### src/rtl/mtf_pkg.sv
// ----------------------------------------------------------------------------
// mtf_pkg
// shared types, codes and constants of the move-to-front list core
// ----------------------------------------------------------------------------
package mtf_pkg;

    // default list capacity
    localparam int CAPACITY_DEF = 16;

    // payload widths
    localparam int DATA_W   = 32;
    localparam int STATUS_W = 2;

    // request command codes
    localparam logic CMD_INSERT = 1'b0;
    localparam logic CMD_SEARCH = 1'b1;

    // result status codes
    localparam logic [STATUS_W-1:0] ST_OK        = 2'd0;
    localparam logic [STATUS_W-1:0] ST_NOT_FOUND = 2'd1;
    localparam logic [STATUS_W-1:0] ST_FULL      = 2'd2;

    // controller states
    typedef enum logic [2:0] {
        S_IDLE,
        S_SCAN,
        S_CMP,
        S_SHIFT_RD,
        S_SHIFT_WR,
        S_HEAD,
        S_DONE
    } t_state;

    // controller to datapath commands
    typedef struct packed {
        logic                load;        // capture key, clear index
        logic                ins_wr;      // append request value at tail
        logic                rd_prev;     // read address is index minus one
        logic                idx_inc;
        logic                idx_dec;
        logic                wr_shift;    // write read data at index
        logic                wr_head;     // write key at head
        logic                status_we;
        logic [STATUS_W-1:0] status_code;
        logic                out_load;    // move status into output register
    } t_dp_cmd;

    // datapath to controller status
    typedef struct packed {
        logic in_search;
        logic full;
        logic empty;
        logic match;
        logic last;
        logic idx_zero;
        logic idx_one;
    } t_dp_stat;

endpackage

### src/rtl/mtf_if.sv
// ----------------------------------------------------------------------------
// mtf_if
// request and response channels of the move-to-front list core
// ----------------------------------------------------------------------------
interface mtf_req_if;
    logic                              valid;
    logic                              ready;
    logic                              command;
    logic signed [mtf_pkg::DATA_W-1:0] value;

    modport source (output valid, output command, output value, input ready);
    modport sink   (input valid, input command, input value, output ready);
endinterface

interface mtf_rsp_if;
    logic                          valid;
    logic                          ready;
    logic [mtf_pkg::STATUS_W-1:0]  status;

    modport source (output valid, output status, input ready);
    modport sink   (input valid, input status, output ready);
endinterface

### src/rtl/mtf_ram.sv
// ----------------------------------------------------------------------------
// mtf_ram
// generic single write, single read RAM with registered read data
// ----------------------------------------------------------------------------
module mtf_ram #(
    parameter int WIDTH = 32,
    parameter int DEPTH = 16
) (
    input  logic                     i_clk,
    input  logic                     i_we,
    input  logic [$clog2(DEPTH)-1:0] i_waddr,
    input  logic [WIDTH-1:0]         i_wdata,
    input  logic [$clog2(DEPTH)-1:0] i_raddr,
    output logic [WIDTH-1:0]         o_rdata
);

    logic [WIDTH-1:0] r_mem [DEPTH];
    logic [WIDTH-1:0] r_rdata;

    always_ff @(posedge i_clk) begin
        if (i_we) begin
            r_mem[i_waddr] <= i_wdata;
        end
        r_rdata <= r_mem[i_raddr];
    end

    assign o_rdata = r_rdata;

endmodule

### src/rtl/mtf_ctrl.sv
// ----------------------------------------------------------------------------
// mtf_ctrl
// sequencer for insert, scan and move-to-front shift
// ----------------------------------------------------------------------------
module mtf_ctrl (
    input  logic              i_clk,
    input  logic              i_rst_n,
    input  logic              i_in_valid,
    output logic              o_in_ready,
    output logic              o_out_valid,
    input  logic              i_out_ready,
    input  mtf_pkg::t_dp_stat i_stat,
    output mtf_pkg::t_dp_cmd  o_cmd
);

    mtf_pkg::t_state r_state, n_state;
    logic            r_out_valid, n_out_valid;

    always_ff @(posedge i_clk) begin
        if (!i_rst_n) begin
            r_state     <= mtf_pkg::S_IDLE;
            r_out_valid <= 1'b0;
        end else begin
            r_state     <= n_state;
            r_out_valid <= n_out_valid;
        end
    end

    always_comb begin
        n_state     = r_state;
        n_out_valid = r_out_valid && !i_out_ready;
        o_cmd       = '0;
        o_in_ready  = 1'b0;
        unique case (r_state)
            mtf_pkg::S_IDLE: begin
                o_in_ready = 1'b1;
                if (i_in_valid) begin
                    o_cmd.load = 1'b1;
                    if (!i_stat.in_search) begin
                        o_cmd.status_we = 1'b1;
                        if (i_stat.full) begin
                            o_cmd.status_code = mtf_pkg::ST_FULL;
                        end else begin
                            o_cmd.ins_wr      = 1'b1;
                            o_cmd.status_code = mtf_pkg::ST_OK;
                        end
                        n_state = mtf_pkg::S_DONE;
                    end else if (i_stat.empty) begin
                        o_cmd.status_we   = 1'b1;
                        o_cmd.status_code = mtf_pkg::ST_NOT_FOUND;
                        n_state           = mtf_pkg::S_DONE;
                    end else begin
                        n_state = mtf_pkg::S_SCAN;
                    end
                end
            end
            mtf_pkg::S_SCAN: begin
                n_state = mtf_pkg::S_CMP;
            end
            mtf_pkg::S_CMP: begin
                if (i_stat.match) begin
                    if (i_stat.idx_zero) begin
                        o_cmd.status_we   = 1'b1;
                        o_cmd.status_code = mtf_pkg::ST_OK;
                        n_state           = mtf_pkg::S_DONE;
                    end else begin
                        n_state = mtf_pkg::S_SHIFT_RD;
                    end
                end else if (i_stat.last) begin
                    o_cmd.status_we   = 1'b1;
                    o_cmd.status_code = mtf_pkg::ST_NOT_FOUND;
                    n_state           = mtf_pkg::S_DONE;
                end else begin
                    o_cmd.idx_inc = 1'b1;
                    n_state       = mtf_pkg::S_SCAN;
                end
            end
            mtf_pkg::S_SHIFT_RD: begin
                o_cmd.rd_prev = 1'b1;
                n_state       = mtf_pkg::S_SHIFT_WR;
            end
            mtf_pkg::S_SHIFT_WR: begin
                o_cmd.wr_shift = 1'b1;
                o_cmd.idx_dec  = 1'b1;
                n_state        = i_stat.idx_one ? mtf_pkg::S_HEAD : mtf_pkg::S_SHIFT_RD;
            end
            mtf_pkg::S_HEAD: begin
                o_cmd.wr_head     = 1'b1;
                o_cmd.status_we   = 1'b1;
                o_cmd.status_code = mtf_pkg::ST_OK;
                n_state           = mtf_pkg::S_DONE;
            end
            mtf_pkg::S_DONE: begin
                if (!r_out_valid || i_out_ready) begin
                    o_cmd.out_load = 1'b1;
                    n_out_valid    = 1'b1;
                    n_state        = mtf_pkg::S_IDLE;
                end
            end
            default: begin
                n_state = mtf_pkg::S_IDLE;
            end
        endcase
    end

    assign o_out_valid = r_out_valid;

`ifndef SYNTHESIS
    // the output register is never overwritten while a result still waits
    a_no_overwrite: assert property (@(posedge i_clk) disable iff (!i_rst_n)
        o_cmd.out_load |-> (!r_out_valid || i_out_ready))
        else $error("result overwritten before it was taken");

    // a shift write is always followed by a read or the head write
    a_shift_seq: assert property (@(posedge i_clk) disable iff (!i_rst_n)
        o_cmd.wr_shift |=> (r_state == mtf_pkg::S_SHIFT_RD || r_state == mtf_pkg::S_HEAD))
        else $error("shift sequence broken");
`endif

endmodule

### src/rtl/mtf_dpath.sv
// ----------------------------------------------------------------------------
// mtf_dpath
// list storage, entry count, scan index and result register
// ----------------------------------------------------------------------------
module mtf_dpath #(
    parameter int CAPACITY = mtf_pkg::CAPACITY_DEF
) (
    input  logic                              i_clk,
    input  logic                              i_rst_n,
    input  logic                              i_command,
    input  logic signed [mtf_pkg::DATA_W-1:0] i_value,
    input  mtf_pkg::t_dp_cmd                  i_cmd,
    output mtf_pkg::t_dp_stat                 o_stat,
    output logic [mtf_pkg::STATUS_W-1:0]      o_status
);

    localparam int ADDR_W = $clog2(CAPACITY);
    localparam int CNT_W  = $clog2(CAPACITY + 1);

    logic [CNT_W-1:0]            r_count;
    logic [ADDR_W-1:0]           r_idx;
    logic [mtf_pkg::DATA_W-1:0]  r_key;
    logic [mtf_pkg::STATUS_W-1:0] r_status;
    logic [mtf_pkg::STATUS_W-1:0] r_out_status;

    logic                        ram_we;
    logic [ADDR_W-1:0]           ram_waddr;
    logic [mtf_pkg::DATA_W-1:0]  ram_wdata;
    logic [ADDR_W-1:0]           ram_raddr;
    logic [mtf_pkg::DATA_W-1:0]  ram_rdata;

    // control registers
    always_ff @(posedge i_clk) begin
        if (!i_rst_n) begin
            r_count <= '0;
            r_idx   <= '0;
        end else begin
            if (i_cmd.ins_wr) begin
                r_count <= r_count + CNT_W'(1);
            end
            if (i_cmd.load) begin
                r_idx <= '0;
            end else if (i_cmd.idx_inc) begin
                r_idx <= r_idx + ADDR_W'(1);
            end else if (i_cmd.idx_dec) begin
                r_idx <= r_idx - ADDR_W'(1);
            end
        end
    end

    // payload registers
    always_ff @(posedge i_clk) begin
        if (i_cmd.load) begin
            r_key <= i_value;
        end
        if (i_cmd.status_we) begin
            r_status <= i_cmd.status_code;
        end
        if (i_cmd.out_load) begin
            r_out_status <= r_status;
        end
    end

    // write port: append, shift back, or key to head
    always_comb begin
        ram_we    = 1'b1;
        ram_waddr = '0;
        ram_wdata = r_key;
        priority if (i_cmd.ins_wr) begin
            ram_waddr = r_count[ADDR_W-1:0];
            ram_wdata = i_value;
        end else if (i_cmd.wr_shift) begin
            ram_waddr = r_idx;
            ram_wdata = ram_rdata;
        end else if (i_cmd.wr_head) begin
            ram_waddr = '0;
            ram_wdata = r_key;
        end else begin
            ram_we = 1'b0;
        end
    end

    assign ram_raddr = i_cmd.rd_prev ? (r_idx - ADDR_W'(1)) : r_idx;

    mtf_ram #(
        .WIDTH (mtf_pkg::DATA_W),
        .DEPTH (CAPACITY)
    ) u_ram (
        .i_clk   (i_clk),
        .i_we    (ram_we),
        .i_waddr (ram_waddr),
        .i_wdata (ram_wdata),
        .i_raddr (ram_raddr),
        .o_rdata (ram_rdata)
    );

    always_comb begin
        o_stat.in_search = (i_command == mtf_pkg::CMD_SEARCH);
        o_stat.full      = (r_count == CNT_W'(CAPACITY));
        o_stat.empty     = (r_count == '0);
        o_stat.match     = (ram_rdata == r_key);
        o_stat.last      = ((CNT_W'(r_idx) + CNT_W'(1)) == r_count);
        o_stat.idx_zero  = (r_idx == '0);
        o_stat.idx_one   = (r_idx == ADDR_W'(1));
    end

    assign o_status = r_out_status;

`ifndef SYNTHESIS
    a_append_room: assert property (@(posedge i_clk) disable iff (!i_rst_n)
        i_cmd.ins_wr |-> (r_count < CNT_W'(CAPACITY)))
        else $error("append into a full list");

    a_shift_not_head: assert property (@(posedge i_clk) disable iff (!i_rst_n)
        i_cmd.wr_shift |-> (r_idx != '0))
        else $error("shift write at head position");

    a_search_keeps_count: assert property (@(posedge i_clk) disable iff (!i_rst_n)
        (i_cmd.load && o_stat.in_search) |=> (r_count == $past(r_count)))
        else $error("search changed the entry count");
`endif

endmodule

### src/rtl/move_to_front_list_core.sv
// ----------------------------------------------------------------------------
// move_to_front_list_core
// self-organizing list with append and move-to-front search
// ----------------------------------------------------------------------------
// i_req carries one request: command (insert or search) and a signed value.
// o_rsp returns exactly one status per request: ok, not found, or full.
// an insert appends at the tail; when the list already holds CAPACITY
// entries it is dropped and reports full. a search scans from the head,
// takes the first equal entry, moves it to the front and shifts the
// entries ahead of it back by one place.
// requests are handled one at a time; the list sits in a single RAM with
// one write and one registered read port. an insert, or a search on an
// empty list, goes straight to the result load; a search reads and then
// compares each entry from the head, and on a hit below the head reads
// and writes back each entry ahead of it, writes the key at the head and
// then loads the result. the next request is taken in the cycle after the
// previous status is loaded, even while that status still waits in the
// output register; a stalled receiver holds the block in its final step
// until the register frees up.
// reset empties the list (count cleared); list storage is not cleared.
// ----------------------------------------------------------------------------
module move_to_front_list_core #(
    parameter int CAPACITY = mtf_pkg::CAPACITY_DEF
) (
    input  logic   i_clk,
    input  logic   i_rst_n,
    mtf_req_if.sink   i_req,
    mtf_rsp_if.source o_rsp
);

    mtf_pkg::t_dp_cmd  cmd;
    mtf_pkg::t_dp_stat stat;

    // sequencer: accepts requests, steps through scan and shift
    mtf_ctrl u_ctrl (
        .i_clk       (i_clk),
        .i_rst_n     (i_rst_n),
        .i_in_valid  (i_req.valid),
        .o_in_ready  (i_req.ready),
        .o_out_valid (o_rsp.valid),
        .i_out_ready (o_rsp.ready),
        .i_stat      (stat),
        .o_cmd       (cmd)
    );

    // storage, count, index and status register
    mtf_dpath #(
        .CAPACITY (CAPACITY)
    ) u_dpath (
        .i_clk     (i_clk),
        .i_rst_n   (i_rst_n),
        .i_command (i_req.command),
        .i_value   (i_req.value),
        .i_cmd     (cmd),
        .o_stat    (stat),
        .o_status  (o_rsp.status)
    );

`ifndef SYNTHESIS
    // a request is only taken when no earlier request is still in flight
    a_one_in_flight: assert property (@(posedge i_clk) disable iff (!i_rst_n)
        (i_req.valid && i_req.ready) |=> !i_req.ready)
        else $error("request accepted back to back");
`endif

endmodule

### src/flat_wrapper.sv
// flat-port wrapper written by rule: the top's interface ports become plain ports
module move_to_front_list_core_flat 
#(
    parameter int CAPACITY = mtf_pkg::CAPACITY_DEF
)
  (i_clk, i_rst_n, i_req_valid, i_req_command, i_req_value, i_req_ready, o_rsp_valid, o_rsp_status, o_rsp_ready);
  mtf_req_if i_req_i ();
  mtf_rsp_if o_rsp_i ();
  input  logic i_clk;
  input  logic i_rst_n;
  input wire logic [$bits(i_req_i.valid)-1:0] i_req_valid;
  input wire logic [$bits(i_req_i.command)-1:0] i_req_command;
  input wire logic [$bits(i_req_i.value)-1:0] i_req_value;
  output wire logic [$bits(i_req_i.ready)-1:0] i_req_ready;
  output wire logic [$bits(o_rsp_i.valid)-1:0] o_rsp_valid;
  output wire logic [$bits(o_rsp_i.status)-1:0] o_rsp_status;
  input wire logic [$bits(o_rsp_i.ready)-1:0] o_rsp_ready;
  assign i_req_i.valid = i_req_valid;
  assign i_req_i.command = i_req_command;
  assign i_req_i.value = i_req_value;
  assign i_req_ready = i_req_i.ready;
  assign o_rsp_valid = o_rsp_i.valid;
  assign o_rsp_status = o_rsp_i.status;
  assign o_rsp_i.ready = o_rsp_ready;
  move_to_front_list_core #(.CAPACITY(CAPACITY)) u_core (.i_clk(i_clk), .i_rst_n(i_rst_n), .i_req(i_req_i), .o_rsp(o_rsp_i));
endmodule
### config.mk
export PLATFORM = sky130hd
export DESIGN_NAME = move_to_front_list_core_flat
export DESIGN_NICKNAME = d
export VERILOG_FILES = /design/src/rtl/mtf_pkg.sv /design/src/rtl/mtf_if.sv /design/src/rtl/mtf_ram.sv /design/src/rtl/mtf_ctrl.sv /design/src/rtl/mtf_dpath.sv /design/src/rtl/move_to_front_list_core.sv /design/src/flat_wrapper.sv
export SDC_FILE = /design/constraint.sdc
export NUM_CORES = 1
export LEC_CHECK = 0
export ABC_AREA = 0
export BUFFER_PORTS_ARGS = -buffer_cell sky130_fd_sc_hd__buf_2
export CAP_MARGIN = 20
export CORE_MARGIN = 2
export CORE_UTILIZATION = 65
export CTS_CLUSTER_DIAMETER = 40
export DETAILED_ROUTE_END_ITERATION = 16
export PLACE_DENSITY = 0.82
export SYNTH_ARGS = -nofsm -noshare
export SYNTH_HDL_FRONTEND = slang
export SYNTH_SLANG_ARGS = --single-unit
### constraint.sdc
create_clock -name i_clk -period 9.4 [get_ports i_clk]
set_clock_uncertainty 0.2 [all_clocks]
set_input_delay 0.94 -clock i_clk [delete_from_list [all_inputs] [get_ports i_clk]]
set_output_delay 0.94 -clock i_clk [all_outputs]
set_load 0.02 [all_outputs]
Word level (Yosys, flattened, before mapping):

Memory sizes are Yosys's and may differ from the RTL's. A register that Yosys moved wholly into a read port is not among the register bits.
Cells that the tools add are included.

* add/sub/neg operators: 4
* $mul: 0
* divide/modulo/power cells: 0
* $lt $le $gt $ge: 0
* eq/ne operators: 12
* shift-type cells: 0
* mux-type cells: 44
* bitwise operators: 1
* reduce and logical (&&, ||, !) cells: 10

Operators by type and width (number)
* 2-to-1 mux 32 bit: 2
* 2-to-1 mux 3 bit: 14
* equality test 32 bit: 1
* one-hot mux 3 bit (7 select lines): 1
* 2-to-1 mux 4 bit: 5
* 2-to-1 mux 1 bit: 17
* equality test 3 bit, second input constant: 3
* one-hot mux 3 bit (3 select lines): 1
* 2-to-1 mux 2 bit: 4
* equality test 3 x 2 -> 1 bit, second input constant: 2
* adder 4 x 1 -> 5 bit, second input constant: 1
* adder 5 x 1 -> 5 bit, second input constant: 1
* equality test 5 bit: 1
* equality test 5 bit, second input constant: 1
* logical NOT 5 bit: 1
* adder 4 x 1 -> 4 bit, second input constant: 1
* equality test 4 x 1 -> 1 bit, second input constant: 1
* logical NOT 4 bit: 1
* != test 2 bit, second input constant: 2
* subtractor 4 x 1 -> 4 bit, second input constant: 1
* equality test 3 x 1 -> 1 bit, second input constant: 1
* logical NOT 3 bit: 1
* logical NOT 1 bit: 2
* AND reduction 2 bit: 1
* other kinds (5): 5

* flip-flop bits (word level): 49
* bits in latches: 0
* bits in writable memories: 512
* bits in read-only memories: 0
* bits of input ports: 37
* output and inout bits: 4
* logic and storage cells: 79
* memories kept: 1

Memories
* u_core.u_dpath.u_ram.r_mem: depth 16, bits a word 32, read ports 1, clocked after Yosys merged registers in 1, write ports 1, RTL line mtf_ram.sv:17 `logic [WIDTH-1:0] r_mem [DEPTH];`

Longest topological paths before layout:

Gate-level depths: netlist (run 1).

* word-level depth: 8
* depth in mapped cells: 11
* gate-level depth less buffers: 8

Cells and area by module:

From an unflattened synthesis (run 1), not the netlist that was laid out.

* cells, all modules: 1169
* area total of the unflattened synthesis: 23060.9 sq um

By module, submodules not included
* mtf_ram: times used 1, cells each 838, area an instance 19835.3 sq um, seq. area each 16015.4 sq um
* mtf_dpath: times used 1, cells each 276, area an instance 2807.7 sq um, seq. area each 1261.2 sq um
* mtf_ctrl: times used 1, cells each 55, area an instance 417.9 sq um, seq. area each 80.1 sq um

Worst setup path before layout (run 1):

OpenSTA, ideal clock, no wires.

* kind: input-to-reg
* start point: input i_req_valid
* end point: memory u_core.u_dpath.u_ram.r_mem[0][0] (enable)
* setup time: 470 ps
* arrival: 4636 ps
* required time: 8730 ps
* slack: 4094 ps
* cell stages on the path: 8
* path buffers: 2
* path through: or4b_1 buf_2 a211oi_2 buf_2 nor2_1 o21ai_1 nand2_1 a211oi_1

* longest elaborated chain between the ends: 5
* elaborated cells between the ends (all ways): 6
* those cells by class: mux (6)

RTL lines
* start: declaration: RTL line flat_wrapper.sv:11 `input wire logic [$bits(i_req_i.valid)-1:0] i_req_valid;`
* 2-to-1 mux 2 bit (*): RTL line mtf_ctrl.sv:37 `if (i_in_valid) begin`
* 2-to-1 mux 2 bit (*): RTL line mtf_ctrl.sv:34 `unique case (r_state)`
* 2-to-1 mux 1 bit: RTL line mtf_dpath.sv:69 `priority if (i_cmd.ins_wr) begin`
* 2-to-1 mux 1 bit: RTL line mtf_ram.sv:21 `if (i_we) begin`
* 2-to-1 mux 1 bit (not written as such): RTL line mtf_ram.sv:22 `r_mem[i_waddr] <= i_wdata;`
* end: declaration: RTL line mtf_ram.sv:17

Every way passes the cells marked *; elsewhere a longest branch is shown, timed or not.

Final worst setup path (run 1):

* start point: register u_core.u_dpath.r_idx[0]
* end point: register u_core.u_dpath.u_ram.r_rdata[11] (netlist: u_core.u_dpath.u_ram.o_rdata[11]) (read register of u_core.u_dpath.u_ram.r_mem)

* longest elaborated chain between the ends: 2

RTL lines
* start: declaration: RTL line mtf_dpath.sv:21 `logic [ADDR_W-1:0] r_idx;`
* start signal: assignment: RTL line mtf_dpath.sv:44 `r_idx <= r_idx + ADDR_W'(1);`
* start signal: assignment: RTL line mtf_dpath.sv:46 `r_idx <= r_idx - ADDR_W'(1);`
* subtractor 4 x 1 -> 4 bit: RTL line mtf_dpath.sv:83 `assign ram_raddr = i_cmd.rd_prev ? (r_idx - ADDR_W'(1)) : r_idx;`
* 2-to-1 mux 4 bit (*): RTL line mtf_dpath.sv:83
* end: declaration: RTL line mtf_ram.sv:18 `logic [WIDTH-1:0] r_rdata;`

Marked as above.
A chain may end at the register's enable or synchronous reset.

==> results of run 1 <==
worst paths after layout:
check | to | slack, ns | cells after the start
worst min-delay path | u_core.u_dpath.o_status[1]$_DFFE_PP_ | 0.23 | 0
worst min register to register | u_core.u_dpath.o_status[1]$_DFFE_PP_ | 0.23 | 0
worst max-delay path | u_core.u_dpath.u_ram.o_rdata[11]$_DFF_P_ | 4.17 | 10
worst max register to register | u_core.u_dpath.u_ram.o_rdata[11]$_DFF_P_ | 4.17 | 10
per-stage QoR:
| step | std cells | setup WS, ns | util (%) | total power, mW |
|---|---|---|---|---|
| floorplan | 1845 | 4.09 | - | 5.69 |
| global route | 2446 | 3.95 | 74.4 | 9.81 |
| global placement | 2314 | 4.40 | 68.1 | 6.62 |
| finish | 2446 | 4.17 | 74.4 | 9.48 |
| detailed placement | 2319 | 4.33 | 68.4 | 6.79 |
| CTS | 2441 | 4.17 | 74.3 | 9.37 |
state kept, by name, summed over array words and instances (netlist names):
signal                        flops
u_core.u_ctrl.o_out_valid         1
u_core.u_ctrl.r_state             3
u_core.u_dpath.o_status           2
u_core.u_dpath.r_count            5
u_core.u_dpath.r_idx              4
u_core.u_dpath.r_key             32
u_core.u_dpath.r_status           2
u_core.u_dpath.u_ram.o_rdata     32
u_core.u_dpath.u_ram.r_mem      512
cell usage in the layout (no fill, tap or decap), drive strengths merged, types with 5 or more instances in the layout:
cell type / instances
edfxtp: 548
nand2: 246
a21oi: 70
clkinv: 20
o21a: 5
nand4: 42
a221oi: 63
clkbuf: 85
o22ai: 35
o21ai: 72
inv: 19
xnor2: 41
nor3: 7
a31oi: 6
ha: 6
buf: 111
a22oi: 64
a32oi: 32
clkinvlp: 5
nand3: 265
dfxtp: 45
nor2b: 6
nor2: 30
mux2i: 68
area by class of cell:
class	count	area [um2]	share of cell area (%)
Clock buffer	85	1820	6.53
Tap cell	511	639	2.30
Timing Repair Buffer	111	823	2.96
Multi-Input combinational cell	1099	6790	24.4
Clock inverter	37	369	1.33
Inverter	10	37.5	0.135
Sequential cell	593	17400	62.4
cell usage after synthesis, types with 40 or more instances:
master    number  share of area (%)
nand4_1       42                1.1
xnor2_1       40                1.4
nand2_1      246                3.8
a221oi_1      63                2.3
clkbuf_1     100                1.5
a21oi_1       69                1.4
o21ai_0       67                1.4
a22oi_1       64                2.0
edfxtp_1     548                 67
dfxtp_1       45                3.7
nand3_1      265                5.4
mux2i_1       68                2.8
metal layers:
layer,share of wire (%),global-route usage [%],vias up
met4,5.2,18.5,0
li1,-,-,7231
met3,14,8.60,290
met2,46,52.9,1442
met5,0,0,-
met1,35,44.2,8371
where the power goes:
part / switching [mW] / internal, mW
clock network: 1.07 / 1.48
logic: 2.24 / 0.953
registers: 0.220 / 3.51
kinds of logic (layout without fill, tap and decap cells):
family	Yosys count	after routing	synth area share [%]
AND/OR/NAND/NOR	616	616	11.6
buffers and inverters	153	243	2.55
multiplexers	68	68	2.78
XOR/XNOR	43	43	1.57
AO/OA/AOI/OAI	366	366	10.3
flip-flops	593	593	70.9
adder cells (fa/ha/maj)	6	6	0.307
==> out/metrics.csv, run 1 <==
stage,metric,value,unit
worst_setup_path,Setup crit start,u_core.u_dpath.r_idx[0]$_SDFFE_PP0P_,
synthesis,#FFs+latches synth,593,
layout,nets@finish,1925,
place,HPWL after DPL,35300,um
drt,Via density,7.09,
worst_setup_path,"most used cell, CP",buf_4,
worst_setup_path,"Max FO, Critical Path",72,
worst_hold_path,Hold Path Class,register to register,
clock_tree,buffer depth of the longest clock path,3,
global_route,GRT Resource Usage Total,33.9,%
floorplan,I/O Pins,41,
global_route,largest net degree at the start of global routing,94,
synthesis,post-synth cell types,57,
sta,RSZ-0062 raised after global routing,no,
worst_setup_path,critical path's slowest cell,dfxtp_4,
sta,Final Hold Slack,0.228,ns
drt,Total Wirelength,66200,um
layout,Fillers,2092,
clock_tree,CTS tree,built,
clock_tree,Clock Sinks,593,
clock_tree,H-tree depth,3,
place,Port Buffer Count,40,
sta,Final Hold Viols,0,
drt,drt pass-1 iters,6,
worst_setup_path,Startpoint Class,register,
status,status,completed,
drt,initial drt markers,2762,
sta,Final Cycle Share,55.6,%
floorplan,FP Rows,71,
worst_setup_path,critical path arrival,5.50,ns
worst_setup_path,Critical R2R Launch,u_core.u_dpath.r_idx[0]$_SDFFE_PP0P_,
synthesis,"EDFF count, synth",548,
sta,fmax,191,MHz
drt,wire length per cell,27.1,um
job,max_cap viols,0,
sta,fin crit period,5.23,ns
worst_setup_path,CP Cell Sequence,clkinv_1 -> ha_1 -> nand4b_1 -> xor2_4 -> buf_4 -> buf_4 -> nand2_1 -> a32oi_1 -> nand4_1 -> o21ai_0,
worst_hold_path,Hold Crit Start,u_core.u_dpath.r_status[1]$_DFFE_PP_,
synthesis,share of flip-flops with an asynchronous set or reset,0,%
clock_tree,hold_buf cts,0,
power_and_ir_drop,total leakage power,8.92,nW
drt,post-detailed-route count of antenna-violating nets,0,
place,gp weighted congestion,0.865,
worst_setup_path,"Largest stage delay, worst path",0.91,ns
sta,setup TNS,0,ns
layout,diode count,0,
sta,max-slew violation count,0,
floorplan,die width,198,um
clock_tree,CTS buffer count,67,
power_and_ir_drop,Power per Cell Area,341,nW/um2
drt,DRC violations left,0,
clock_tree,post-cts sizing count,0,
synthesis,"Primary FF master, synth",edfxtp_1,
sta,Slew @ Worst Pin,1.17,ns
layout,share of cells above drive strength 1,13.4,%
floorplan,core area,37400,um2
floorplan,Die H,198,um
synthesis,syn_area_per_cell,13.3,um2
global_route,first-pass GRT wire length,98400,um
synthesis,syn_nets,1888,
drt,routed via count,17300,
worst_setup_path,cell family with most CP delay,buffers and inverters,
place,Placed Area,25600,um2
global_route,GR Overflow Total,0,
worst_setup_path,Crit Path Class,register to register,
worst_setup_path,CP required,9.68,ns
synthesis,register area share after synthesis,70.9,%
worst_setup_path,crit end category,register,
synthesis,mapped cell area,24500,um2
layout,"Design Area, Final",27800,um2
global_route,initial antenna violation count,0,
clock_tree,Root Buffer,clkbuf_16,
clock_tree,post-CTS setup buffer count,0,
sta,relative slew slack,21.6,%
synthesis,Syn. warnings,0,
floorplan,Initial Util,65.5,%
clock_tree,clock slew at reported path FFs,0.06,ns
floorplan,Die Footprint,39200,um2
power_and_ir_drop,peak supply drop,0.252,mV
worst_setup_path,"Buf+Inv Stages, Crit Path",3,
synthesis,Syn Inst Count,1845,
global_route,vias in the first global route,16800,
layout,area grow syn2layout,13.7,%
sta,Final setup viols,0,
clock_tree,clock latency on the worst-skew pair,0.59,ns
(Power assumes the default switching activity.)
==> run 2, diff against run 1 <==
--- a/config.mk
+++ b/config.mk
@@ -9,10 +9,10 @@
 export BUFFER_PORTS_ARGS = -buffer_cell sky130_fd_sc_hd__buf_2
 export CAP_MARGIN = 20
 export CORE_MARGIN = 2
-export CORE_UTILIZATION = 65
+export CORE_UTILIZATION = 63
 export CTS_CLUSTER_DIAMETER = 40
 export DETAILED_ROUTE_END_ITERATION = 16
-export PLACE_DENSITY = 0.82
+export PLACE_DENSITY = 0.8
 export SYNTH_ARGS = -nofsm -noshare
 export SYNTH_HDL_FRONTEND = slang
 export SYNTH_SLANG_ARGS = --single-unit
==> constraint.sdc (replaced) <==
create_clock -name i_clk -period 4.9 [get_ports i_clk]
set_clock_uncertainty 0.2 [all_clocks]
set_input_delay 0.49 -clock i_clk [delete_from_list [all_inputs] [get_ports i_clk]]
set_output_delay 0.49 -clock i_clk [all_outputs]
set_load 0.02 [all_outputs]
==> out/metrics.csv, run 2 (synthesis gave the netlist of run 1 again) <==
stage,metric,value,unit,change
clock_tree,clock slew at reported path FFs,0.06,ns,about the same
floorplan,FP Rows,72,,was 71
drt,wire length per cell,26.2,um,was 27.1 um
global_route,GR Overflow Total,0,,unchanged
sta,RSZ-0062 raised after global routing,no,,unchanged
global_route,GRT Resource Usage Total,31.9,%,was 33.9%
sta,relative slew slack,21.7,%,was 21.6%
layout,area grow syn2layout,16.1,%,was 13.7%
status,status,completed,,unchanged
floorplan,I/O Pins,41,,unchanged
power_and_ir_drop,peak supply drop,0.520,mV,was 0.252 mV
clock_tree,CTS tree,built,,unchanged
clock_tree,post-cts sizing count,0,,unchanged
place,Port Buffer Count,40,,unchanged
layout,most frequent cells in the layout,"edfxtp_1, nand3_1, nand2_1",,unchanged
floorplan,core area,38500,um2,was 37400 um2
layout,share of cells above drive strength 1,13.8,%,was 13.4%
place,HPWL after DPL,35300,um,about the same
sta,Final Cycle Share,79.6,%,was 55.6%
layout,"commonest non-fill, non-tap cell in the layout",edfxtp_1,,unchanged
sta,fmax,256,MHz,was 191 MHz
floorplan,die width,201,um,was 198 um
global_route,largest net degree at the start of global routing,126,,was 94
global_route,initial antenna violation count,1,,was 0
layout,number of flip-flops in the largest register,512,,unchanged
global_route,first-pass GRT wire length,97700,um,was 98400 um
clock_tree,clock latency on the worst-skew pair,0.60,ns,was 0.59 ns
sta,Slew @ Worst Pin,1.17,ns,about the same
sta,setup slack after layout,0.998,ns,was 4.17 ns
job,max_cap viols,0,,unchanged
power_and_ir_drop,post-layout power,18.5,mW,was 9.48 mW
worst_setup_path,Worst setup endpoint,u_core.u_dpath.u_ram.r_mem[7][4]$_DFFE_PP_,,was u_core.u_dpath.u_ram.o_rdata[11]$_DFF_P_
sta,max-slew violation count,0,,unchanged
worst_setup_path,critical path arrival,3.92,ns,was 5.50 ns
worst_setup_path,Critical R2R Launch,u_core.u_ctrl.r_state[0]$_SDFFE_PN0P_,,was u_core.u_dpath.r_idx[0]$_SDFFE_PP0P_
drt,Total Wirelength,65200,um,was 66200 um
power_and_ir_drop,Power per Cell Area,652,nW/um2,was 341 nW/um2
floorplan,Initial Util,63.7,%,was 65.5%
clock_tree,Clock Sinks,593,,unchanged
clock_tree,H-tree depth,3,,unchanged
worst_setup_path,CP required,4.92,ns,was 9.68 ns
place,"worst slack, placed",1.05,ns,was 4.33 ns
drt,met3 wire length,8400,um,was 8980 um
clock_tree,buffer depth of the longest clock path,3,,unchanged
sta,setup TNS,0,ns,unchanged
floorplan,Die H,201,um,was 198 um
sta,fin crit period,3.90,ns,was 5.23 ns
power_and_ir_drop,total leakage power,9.19,nW,was 8.92 nW
sta,Final Hold Viols,0,,unchanged
worst_setup_path,crit end category,register,,unchanged
worst_hold_path,Hold Path Class,primary input to register,,was register to register
clock_tree,hold_buf cts,32,,was 0
worst_setup_path,"Max FO, Critical Path",23,,was 72
worst_setup_path,r2r setup slk,1.0,ns,was 4.17 ns
drt,max layer used,met5,,was met4
clock_tree,Root Buffer,clkbuf_16,,unchanged
sta,Final setup viols,0,,unchanged
drt,Post-Route M1 WL,22700,um,was 23100 um
worst_setup_path,reg2reg path depth,6,,was 10
clock_tree,CTS buffer count,68,,was 67
worst_setup_path,Startpoint Class,register,,unchanged
drt,routed via count,17400,,was 17300
layout,nets@finish,1966,,was 1925
drt,DRC violations left,0,,unchanged
worst_setup_path,Setup crit start,u_core.u_ctrl.r_state[0]$_SDFFE_PN0P_,,was u_core.u_dpath.r_idx[0]$_SDFFE_PP0P_
place,gp weighted congestion,0.874,,was 0.865
layout,fin cells,2494,,was 2446
worst_setup_path,Crit Path Class,register to register,,unchanged
drt,initial drt markers,2538,,was 2762
floorplan,Die Footprint,40500,um2,was 39200 um2
drt,drt pass-1 iters,7,,was 6
worst_setup_path,reg2reg end,u_core.u_dpath.u_ram.r_mem[7][4]$_DFFE_PP_,,was u_core.u_dpath.u_ram.o_rdata[11]$_DFF_P_
layout,"Most flops, register",u_core.u_dpath.u_ram.r_mem,,unchanged
place,DP Cell Count,2330,,was 2319
layout,diode count,0,,unchanged
drt,met2 routed wirelength,30700,um,about the same
drt,post-detailed-route count of antenna-violating nets,0,,unchanged
drt,Via density,6.98,,was 7.09
global_route,vias in the first global route,17000,,was 16800
clock_tree,post-CTS setup buffer count,0,,unchanged
-- run 2: cell count changes in the layout (fill, tap and decap cells not counted), moves of 3 or more --
cell	previous run	this run
clkbuf_16	69	72
o21ai_0	63	52
clkbuf_1	13	10
buf_12	4	9
dlygate4sd3_1	0	32
buf_6	0	3
bufinv_16	3	7
inv_6	5	8
o21ai_1	6	17
inv_8	5	1
-- run 2: worst min path at each step --
stage / from / endpoint / depth (start not counted)
after floorplan: u_core.u_dpath.r_status[0]$_DFFE_PP_ / u_core.u_dpath.o_status[0]$_DFFE_PP_ / 0
after global placement: u_core.u_dpath.r_status[1]$_DFFE_PP_ / u_core.u_dpath.o_status[1]$_DFFE_PP_ / 0
after detailed placement: u_core.u_dpath.r_status[1]$_DFFE_PP_ / u_core.u_dpath.o_status[1]$_DFFE_PP_ / 0
after CTS: i_rst_n / u_core.u_dpath.r_count[2]$_SDFFE_PN0P_ / 2
after global routing: i_rst_n / u_core.u_ctrl.r_state[1]$_SDFFE_PN0P_ / 2
final: i_rst_n / u_core.u_dpath.r_count[2]$_SDFFE_PN0P_ / 2
-- run 2: critical path: stages, from the launching register on --
cell and delay, ns:
dfxtp_1 0.44, or4b_1 0.75, a211o_1 0.55, a21oi_2 0.29, a31oi_2 0.28, nor2_4 0.52, buf_4 0.48
-- run 2: cell type report --
class,count,area (um2)
clock buffers,84,1870
clock inverters,39,474
fillers,2191,10000
inverters,10,37.5
multi-input cells,1099,6790
flip-flops and latches,593,17400
well taps,518,648
repair buffers,151,1250
-- run 2: layer usage --
metal  up-vias  GRT usage, %
li1       7313             -
met3       244          8.21
met4         2          17.5
met5         -             0
met1      8456          40.8
met2      1394          50.5
-- run 2: per-stage QoR --
stage | util, % | hold WS (ns) | cell area (um2)
2_1_floorplan | - | 0.200 | 24500
3_3_place_gp | 66.7 | 0.220 | 25600
3_5_place_dp | 66.8 | 0.217 | 25700
4_1_cts | 73.7 | 0.0714 | 28300
5_1_grt | 73.9 | 0.0860 | 28400
6_report | 73.9 | 0.0868 | 28400
-- run 2: power breakdown --
part	leakage [nW]	total, mW	internal (mW)	switching [mW]
Sequential	5.34	7.13	6.74	0.389
Clock	1.14	5.21	3.13	2.08
Combinational	2.71	6.19	1.88	4.31
